`config.mk`:
```
export PLATFORM = sky130hd
export DESIGN_NAME = dpf_cell
export DESIGN_NICKNAME = d
export VERILOG_FILES = /design/src/dpf_pkg.sv /design/src/dpf_cell.sv
export SDC_FILE = /design/constraint.sdc
export NUM_CORES = 1
export LEC_CHECK = 0
export BUFFER_PORTS_ARGS = -buffer_cell sky130_fd_sc_hd__buf_2
export CAP_MARGIN = 15
export CORE_ASPECT_RATIO = 0.9
export CORE_UTILIZATION = 42
export CTS_CLUSTER_SIZE = 28
export DETAILED_ROUTE_END_ITERATION = 10
export PLACE_DENSITY = 0.79
export SLEW_MARGIN = 25
export SYNTH_ARGS = -nofsm -noshare
export SYNTH_HDL_FRONTEND = slang
export SYNTH_SLANG_ARGS = --single-unit
```
`constraint.sdc`:
```
create_clock -name clk -period 3.6 [get_ports clk]
set_input_delay 0.9 -clock clk [delete_from_list [all_inputs] [get_ports clk]]
set_output_delay 0.9 -clock clk [all_outputs]
set_load 0.03 [all_outputs]
```
`src/dpf_pkg.sv`:
```
package dpf_pkg;

	// Fixed field widths
	localparam int CMD_W     = 2;
	localparam int SRC_W     = 16;
	localparam int DST_W     = 16;
	localparam int TIME_W    = 32;
	localparam int LIMIT_W   = 7;
	localparam int MCOUNT_W  = 7;

	// Defaults
	localparam int DEPTH_DEF = 64;
	localparam logic [LIMIT_W-1:0] LIMIT_RESET = 7'd64;

	// Command codes (code 3 is a no-op)
	typedef enum logic [CMD_W-1:0] {
		CMD_ADD = 2'd0,
		CMD_FWD = 2'd1,
		CMD_CNT = 2'd2
	} cmd_t;

	// Sequencer states
	typedef enum logic [1:0] {
		ST_IDLE,
		ST_SCAN,
		ST_DONE
	} state_t;

	typedef struct packed {
		logic [SRC_W-1:0]  src;
		logic [DST_W-1:0]  dst;
		logic [TIME_W-1:0] tstamp;
	} pkt_t;

	// Query held steady for the whole chain pass
	typedef struct packed {
		logic [CMD_W-1:0]  cmd;
		logic [SRC_W-1:0]  src;
		logic [DST_W-1:0]  dst;
		logic [TIME_W-1:0] tstamp;
		logic [TIME_W-1:0] lo;
		logic [TIME_W-1:0] hi;
	} query_t;

	// Broadcast update controls for the cell row
	typedef struct packed {
		logic shift;
		logic wr;
	} cell_ctrl_t;

endpackage

```
`src/dpf_cell.sv`:
```
// One FIFO slot. Cell 0 holds the oldest packet; a pop shifts every cell
// one place toward cell 0. The running hit count moves one cell per cycle.
module dpf_cell #(
	parameter int DEPTH = dpf_pkg::DEPTH_DEF,
	parameter int IDX   = 0
) (
	input  logic                       clk,
	input  dpf_pkg::cell_ctrl_t        ctrl,
	input  logic [$clog2(DEPTH)-1:0]   wpos,
	input  logic [$clog2(DEPTH+1)-1:0] occ,
	input  dpf_pkg::query_t            query,
	input  dpf_pkg::pkt_t              nb_pkt,
	input  logic [$clog2(DEPTH+1)-1:0] cnt_in,
	output dpf_pkg::pkt_t              pkt,
	output logic [$clog2(DEPTH+1)-1:0] cnt_out
);

	localparam int AW = $clog2(DEPTH);
	localparam int CW = $clog2(DEPTH+1);

	dpf_pkg::pkt_t   pkt_q;
	logic [CW-1:0]   cnt_q;
	logic            live;
	logic            hit;

	// Slot is live when it lies below the occupancy
	assign live = (CW'(IDX) < occ);

	// Compare against the broadcast query
	always_comb begin
		case (query.cmd)
			dpf_pkg::CMD_ADD: begin
				hit = live && (pkt_q.src == query.src) && (pkt_q.dst == query.dst)
					&& (pkt_q.tstamp == query.tstamp);
			end
			dpf_pkg::CMD_CNT: begin
				hit = live && (pkt_q.dst == query.dst)
					&& (pkt_q.tstamp >= query.lo) && (pkt_q.tstamp <= query.hi);
			end
			default: begin
				hit = 1'b0;
			end
		endcase
	end

	// Slot storage: write wins over shift
	always_ff @(posedge clk) begin
		if (ctrl.wr && (wpos == AW'(IDX))) begin
			pkt_q <= '{src: query.src, dst: query.dst, tstamp: query.tstamp};
		end else if (ctrl.shift) begin
			pkt_q <= nb_pkt;
		end
	end

	// Partial count handed to the next cell
	always_ff @(posedge clk) begin
		cnt_q <= cnt_in + CW'(hit);
	end

	assign pkt     = pkt_q;
	assign cnt_out = cnt_q;

endmodule

```
## Word-level counts from Yosys, hierarchy flattened

Cells that the tools add are included.

| storage, ports and cells | value |
|---|---|
| register bits | 71 |
| bits in latches | 0 |
| bits in writable memories | 0 |
| ROM bits | 0 |
| bits of input ports | 217 |
| output and inout bits | 71 |
| logic and storage cells | 25 |
| memories | 0 |

| operators by class | value |
|---|---|
| add/subtract/negate cells | 1 |
| multipliers | 0 |
| div/mod/pow operators | 0 |
| $lt $le $gt $ge | 3 |
| equality and inequality tests | 4 |
| shifts and indexed selects | 0 |
| muxes and demuxes | 3 |
| bitwise operators | 0 |
| reductions and logical operators | 10 |

Operator list:

| kind | number |
|---|---|
| two-way mux 64 bit | 2 |
| == test 16 bit | 2 |
| == test 32 bit | 1 |
| greater-or-equal comparator 32 bit | 1 |
| less-or-equal comparator 32 bit | 1 |
| adder 7 x 1 -> 7 bit | 1 |
| logical AND 1 bit | 7 |
| less-than comparator 1 x 7 -> 1 bit (first input constant) | 1 |
| zero test 6 bit | 1 |
| == test 2 bit (second input constant) | 1 |
| zero test 2 bit | 1 |
| one-hot mux 1 bit (2 select lines) | 1 |
| nonzero test 2 bit | 1 |

## Logic depth before layout (Yosys ltp)

Gate-level depths: netlist of the first run.

| logic depth | value |
|---|---|
| word-level depth | 6 |
| mapped depth | 13 |
| depth with buffers taken out | 13 |

## Worst setup path before layout of the first run

No wires, ideal clock.

| timing | value |
|---|---|
| path kind | input to register |
| from | input wpos[2] |
| to | register pkt_q, in the netlist pkt[0] (enable) |
| setup time | 0.433 ns |
| data arrival time | 3.169 ns |
| data required time | 3.167 ns |
| path slack | -0.002 ns |
| cell stages on the path | 5 |
| path buffers | 2 |
| cell sequence | nor4b_1 > nand2_1 > clkbuf_1 > buf_2 > nand2b_1 |

| on the way | value |
|---|---|
| cells in the longest elaborated chain, start to end | 3 |

RTL lines:

| item | RTL line | RTL |
|---|---|---|
| from (decl) | dpf_cell.sv:9 | `input logic [$clog2(DEPTH)-1:0] wpos,` |
| zero test 6 bit | dpf_cell.sv:48 | `if (ctrl.wr && (wpos == AW'(IDX))) begin` |
| logical AND 1 bit | dpf_cell.sv:48 |  |
| nonzero test 2 bit (no source line) | - |  |
| to (signal assigned) | dpf_cell.sv:49 | `pkt_q <= '{src: query.src, dst: query.dst, tstamp: query.tstamp};` |
| to (signal assigned) | dpf_cell.sv:51 | `pkt_q <= nb_pkt;` |
| to (decl) | dpf_cell.sv:21 | `dpf_pkg::pkt_t pkt_q;` |

No other way between the ends.
A chain may end at the register's enable or synchronous reset.

## Worst setup path in the final report of the first run

| timing | value |
|---|---|
| from | input query[13] (netlist bit) |
| to | register cnt_q[6] (netlist: cnt_out[6]) |

| on the way | value |
|---|---|
| cells in the longest elaborated chain, start to end | 4 |

RTL lines:

| item | RTL line | RTL |
|---|---|---|
| from (decl) | dpf_cell.sv:11 | `input dpf_pkg::query_t query,` |
| less-or-equal comparator 32 bit | dpf_cell.sv:38 | `&& (pkt_q.tstamp >= query.lo) && (pkt_q.tstamp <= query.hi);` |
| logical AND 1 bit | dpf_cell.sv:38 |  |
| one-hot mux 1 bit (2 select lines) | dpf_cell.sv:31 | `case (query.cmd)` |
| adder 7 x 1 -> 7 bit | dpf_cell.sv:57 | `cnt_q <= cnt_in + CW'(hit);` |
| to (signal assigned) | dpf_cell.sv:57 |  |
| to (decl) | dpf_cell.sv:22 | `logic [CW-1:0] cnt_q;` |

No other way between the ends.

==> reports/qor.csv, run 1 <==
stage,metric,value,unit
floorplan,design.die.area,0.0131,mm²
setup_path,r2r_end,cnt_out[6],
yosys,synth_cells,471,
setup_path,path_common_cell,ha_1,
setup_path,critPathTopFamily,compound AO/OA/AOI/OAI gates,
timing,min_period,3410,ps
timing,fin_skew,11.2,ps
power,leakage,3.59,nW
setup_path,path_cells,buf_2 > inv_1 > ha_1 > and4_1 > and3_2 > o41ai_1 > o221ai_1 > a21oi_1 > ha_1 > ha_1 > and3_1 > nand3_1 > xnor2_1,
final_layout,final_core_util,0.598,
timing,finalMaxSlewViolations,0,
yosys,syn_area,0.00533,mm²
setup_path,crit_required,3840,ps
power,vdd_drop_max,0.322,mV
clock_network,cts_tree,done,
setup_path,r2r_slack,360,ps
global_route,antenna_found_initial,2,
yosys,yosysWarnings,0,
clock_network,cts.clk_slew.worst_paths,60,ps
routing,drt_first_pass_iters,4,
timing,rsz0062_at_grt,no,
routing,drc,0,
setup_path,arrival,3640,ps
final_layout,drive_above_1_share,0.413,
power,p_per_area,361,mW/mm²
clock_network,clk_latency,350,ps
min_path,hp-class,in2reg,
floorplan,die_h,109,µm
power,p_total,2.64,mW
global_route,grt_pass1_wl,23.0,mm
place,post-place-ws,-110,ps
min_path,hold_start,cnt_in[6],
clock_network,cts_resized,0,
timing,slew_headroom,0.680,
setup_path,cp_slowest_stage_delay,510,ps
yosys,avgSynthCellArea,11.3,µm²
yosys,synth_top_area_cell,edfxtp_1,
floorplan,rows,38,
timing,fin_crit_sh,0.947,
setup_path,start_kind,primary input,
routing,via_count,4630,
place,portBuffers,287,
final_layout,design_area,0.00731,mm²
yosys,ys_types,45,
clock_network,cts_sinks,71,
floorplan,initial_core_util,0.436,
setup_path,r2r-start,pkt[13],
clock_network,h-tree-depth,3,
yosys,syn-num-nets,754,
outcome,outcome,"complete, no violations",
clock_network,cts-root-buf,clkbuf_16,
global_route,gr-total-overflow,0,
place,dpl-instance-area,0.00701,mm²
yosys,synth_edf_count,64,
place,hpwl,13.1,mm
setup_path,critPathBufInv,2,
timing,max_slew.worst_pin.slew,473,ps
yosys,yosysTopAreaCellShare,0.361,
global_route,grt_pass1_vias,4494,
clock_network,hold_buffers,0,
global_route,grt_max_degree,32,
floorplan,die_x,121,µm
routing,wl_per_cell,16.7,µm
timing,final.setup.tns,0,ps
routing,drt_iter0_drc,129,
floorplan,core_area,0.0122,mm²
routing,ant_nets,0,
final_layout,fin_nets,1052,
timing,setup_violations,0,
final_layout,area_growth,37.3,%
yosys,ys_ff_latch,71,
timing,worst_hold_slack,746,ps
timing,fmaxAchievable,293,MHz
routing,routed_wl,15.6,mm
clock_network,post-cts-setup-buffer-count,0,
timing,hold_viol,0,
yosys,ys_async_sr_fraction,0,
run,cap_violations,0,
place,gp_congestion,0.854,
setup_path,reg2reg_depth,11,
min_path,hold_depth,2,
yosys,ys.flop_type,edfxtp_1,
yosys,synthTopCellsByArea,"edfxtp_1, ha_1, mux2_1, xnor2_1, inv_1",
final_layout,fillers,1059,
final_layout,instances_no_fill,936,
timing,layout_setup_ws,192,ps
global_route,track_usage,0.240,
setup_path,cp_max_fo,5,
min_path,hold_end,cnt_out[6],
setup_path,cp-end-kind,register,
setup_path,path_class,in2reg,
routing,viasPerCell,4.95,
place,dp_cells,918,
clock_network,cts_max_path_buffers,2,
setup_path,critPathSlowestCell,o41ai_1,
clock_network,cts_buffers,9,
yosys,yosysSeqAreaShare,0.387,
floorplan,io_pins,288,
==> worst max path at each step <==
stage               from          to  slack, ps  depth (start not counted)
6_report       query[13]  cnt_out[6]        190                         13
3_5_place_dp   query[13]  cnt_out[6]       -110                         13
5_1_grt        query[13]  cnt_out[6]         50                         13
3_3_place_gp   query[13]  cnt_out[6]         10                         13
2_1_floorplan  query[45]  cnt_out[6]        420                         13
4_1_cts        query[13]  cnt_out[6]        220                         13
==> flip-flops by register name (all words and copies together) (netlist names) <==
register and cells:
pkt 64, cnt_out 7
==> logic make-up after synthesis <==
kind of cell / share of synthesized area
multiplexers: 0.135
AO/OA/AOI/OAI: 0.0616
flip-flops: 0.387
buffers and inverters: 0.0533
XOR/XNOR: 0.113
adder cells (fa/ha/maj): 0.155
AND/OR/NAND/NOR: 0.0940
==> placed cells by master (no fill, tap or decap), drive strengths merged, types with 2 or more instances in the layout <==
master,n
diode,2
dfxtp,7
clkinv,2
ha,66
o21ai,7
xnor2,54
and4,8
nand3,9
a21o,7
inv,71
nand2b,2
clkbuf,10
nand2,13
nor4,6
and3,4
xor2,15
nor2,2
nor3,4
mux2,64
buf,294
edfxtp,64
or4,2
nand4,23
a21oi,20
a221oi,4
==> routing by layer <==
layer,vias to the layer above,routed length [µm],track usage
li1,2325,-,-
met1,2105,6700,0.286
met2,184,7730,0.426
met3,16,930,0.0581
met4,0,236,0.0776
met5,-,0,0
==> report_power, final <==
part | internal [mW] | total (mW) | switching, mW
Sequential | 0.975 | 1.04 | 0.0646
Clock | 0.516 | 0.902 | 0.386
Combinational | 0.308 | 0.700 | 0.392
Total | 1.80 | 2.64 | 0.843
==> cell type report <==
class	count	area, µm²	area share
Antenna cell	2	5.00	0.000685
Multi-Input combinational cell	326	2990	0.410
Tap cell	160	200	0.0274
Sequential cell	71	2060	0.282
Clock inverter	6	46.3	0.00633
Timing Repair Buffer	294	1500	0.205
Clock buffer	10	250	0.0342
Inverter	67	251	0.0344
==> Yosys cell counts (all sizes together) (2+ instances only) <==
master  instances
inv            67
ha             66
edfxtp         64
mux2           64
xnor2          54
nand4          23
a21oi          20
xor2           15
nand2          13
nand3           9
and4            8
a21o            7
dfxtp           7
o21ai           7
nor4            6
buf             5
a221oi          4
and3            4
nor3            4
clkbuf          2
nand2b          2
nor2            2
or4             2
(Power assumes the default switching activity.)
==> inputs of run 2 (changes only) <==
--- a/config.mk
+++ b/config.mk
@@ -7,11 +7,13 @@
 export LEC_CHECK = 0
 export BUFFER_PORTS_ARGS = -buffer_cell sky130_fd_sc_hd__buf_2
 export CAP_MARGIN = 15
+export CELL_PAD_IN_SITES_DETAIL_PLACEMENT = 0
+export CELL_PAD_IN_SITES_GLOBAL_PLACEMENT = 1
 export CORE_ASPECT_RATIO = 0.9
-export CORE_UTILIZATION = 42
+export CORE_UTILIZATION = 30
 export CTS_CLUSTER_SIZE = 28
 export DETAILED_ROUTE_END_ITERATION = 10
-export PLACE_DENSITY = 0.79
+export PLACE_DENSITY_LB_ADDON = 0.3
 export SLEW_MARGIN = 25
 export SYNTH_ARGS = -nofsm -noshare
 export SYNTH_HDL_FRONTEND = slang
==> run 2 against run 1 <==
Global-route usage decreased by 4.2 points. Cell count grew 8.1%. Maximum frequency up 4.2%. Worst setup slack better by 140 ps. Non-clock buffer count increased by 3. Register-to-register slack improved by 130 ps. Via count grew 2.4%. Total power rose by 2.3%. Design area grew 1.7%. Clock power grew 4.7%. Hold slack better by 10 ps. Critical endpoint unchanged. Largest cell class unchanged. Largest power group unchanged.
==> reports/qor.csv, run 2 (synthesis results as in run 1) <==
stage,metric,value,unit
outcome,outcome,"complete, no violations",
setup_path,start_kind,primary input,
min_path,hold_depth,2,
power,vdd_drop_max,0.210,mV
routing,drt_first_pass_iters,4,
clock_network,cts_buffers,9,
global_route,gr-total-overflow,0,
global_route,grt_pass1_wl,26.8,mm
timing,layout_setup_ws,328,ps
clock_network,cts.clk_slew.worst_paths,60,ps
global_route,antenna_found_initial,2,
setup_path,crit_required,3870,ps
final_layout,seqCellArea,0.00206,mm²
clock_network,post-cts-setup-buffer-count,0,
floorplan,die_x,142,µm
routing,routed_wl,17.7,mm
setup_path,arrival,3550,ps
routing,viasPerCell,4.69,
final_layout,area_growth,39.7,%
final_layout,fin_nets,1055,
timing,max_slew.worst_pin.slew,549,ps
timing,slew_headroom,0.634,
final_layout,diodes,0,
place,post-place-ws,-106,ps
routing,via_count,4743,
timing,setup_violations,0,
timing,finalMaxSlewViolations,0,
floorplan,initial_core_util,0.311,
floorplan,io_pins,288,
setup_path,cp-end-kind,register,
timing,rsz0062_at_grt,no,
place,hpwl,14.9,mm
setup_path,r2r_slack,490,ps
setup_path,path_class,in2reg,
routing,drt_iter0_drc,162,
clock_network,hold_buffers,0,
setup_path,r2r-start,pkt[25],
timing,hold_viol,0,
timing,fmaxAchievable,306,MHz
timing,fin_crit_sh,0.909,
global_route,track_usage,0.198,
floorplan,rows,45,
clock_network,cts-root-buf,clkbuf_16,
final_layout,fillers,1699,
place,dpl-instance-area,0.00713,mm²
global_route,grt_pass1_vias,5084,
min_path,hold_end,cnt_out[6],
final_layout,final_core_util,0.435,
timing,final.setup.tns,0,ps
clock_network,cts_tree,done,
routing,wl_per_cell,17.5,µm
floorplan,design.die.area,0.0183,mm²
clock_network,cts_sinks,71,
setup_path,reg2reg_depth,11,
final_layout,final_common_cell,buf_2,
clock_network,h-tree-depth,3,
setup_path,cp_max_fo,2,
final_layout,largest_reg_flops,64,
final_layout,design_area,0.00744,mm²
clock_network,cts_resized,0,
clock_network,clk_latency,340,ps
run,cap_violations,0,
power,leakage,3.61,nW
min_path,hp-class,in2reg,
place,gp_congestion,0.843,
setup_path,r2r_end,cnt_out[6],
timing,min_period,3270,ps
floorplan,die_h,128,µm
routing,ant_nets,0,
routing,drc,0,
power,p_per_area,363,mW/mm²
final_layout,multi_input_area,0.00299,mm²
final_layout,drive_above_1_share,0.414,
global_route,grt_max_degree,36,
place,portBuffers,287,
clock_network,cts_max_path_buffers,2,
timing,fin_skew,9.61,ps
min_path,hold_start,cnt_in[6],
floorplan,core_area,0.0171,mm²
final_layout,final_cell_mix,"buf_2, inv_1, ha_1, mux2_1, edfxtp_1",
[run 2: changes by cell type in the layout (fill, tap and decap cells not counted), sizes merged]
cell,previous run,this run
buf,294,297
clkbuf,10,12
diode,2,0
inv,71,69
[run 2: layer usage]
metal  track usage  up-vias  share of wire
met4        0.0525        4          0.013
met3        0.0644       17          0.084
met2         0.348      209           0.48
li1              -     2324              -
met1         0.231     2189           0.42
met5             0        -         0.0015
[run 2: layout make-up]
class / count / share of cell area
Clock inverter: 4 / 0.00437
Multi-Input combinational cell: 326 / 0.403
Tap cell: 235 / 0.0395
Timing Repair Buffer: 297 / 0.205
Sequential cell: 71 / 0.277
Inverter: 67 / 0.0338
Clock buffer: 12 / 0.0375
[run 2: how the worst max path moves through the flow]
stage / from / endpoint / depth (start not counted) / slack [ps]
2_1_floorplan: query[45] / cnt_out[6] / 13 / 420
3_3_place_gp: query[25] / cnt_out[6] / 13 / -3
3_5_place_dp: query[57] / cnt_out[6] / 14 / -110
4_1_cts: query[57] / cnt_out[6] / 14 / 250
5_1_grt: query[57] / cnt_out[6] / 14 / 100
6_report: query[57] / cnt_out[6] / 14 / 330
[run 2: power breakdown]
| part | total [mW] | internal [mW] | switching (mW) |
|---|---|---|---|
| sequential | 1.05 | 0.976 | 0.0709 |
| clock | 0.944 | 0.557 | 0.387 |
| combinational | 0.712 | 0.313 | 0.399 |
[run 2: worst max-delay path, stage by stage]
cell,delay (ps)
buf_2,80
inv_1,40
ha_1,300
a21o_1,190
a221o_1,320
a221oi_1,290
o21ai_0,180
o221ai_1,300
a21oi_1,120
ha_1,220
ha_1,210
and3_1,170
nand3_1,90
xnor2_1,120
[run 2: stage by stage]
| stage | cells | hold WS, ps | power (mW) |
|---|---|---|---|
| 2_1_floorplan | 471 | 993 | 1.46 |
| 3_3_place_gp | 996 | 1000 | 1.76 |
| 3_5_place_dp | 996 | 990 | 1.79 |
| 4_1_cts | 1012 | 747 | 2.75 |
| 5_1_grt | 1012 | 753 | 2.85 |
| 6_report | 1012 | 756 | 2.70 |
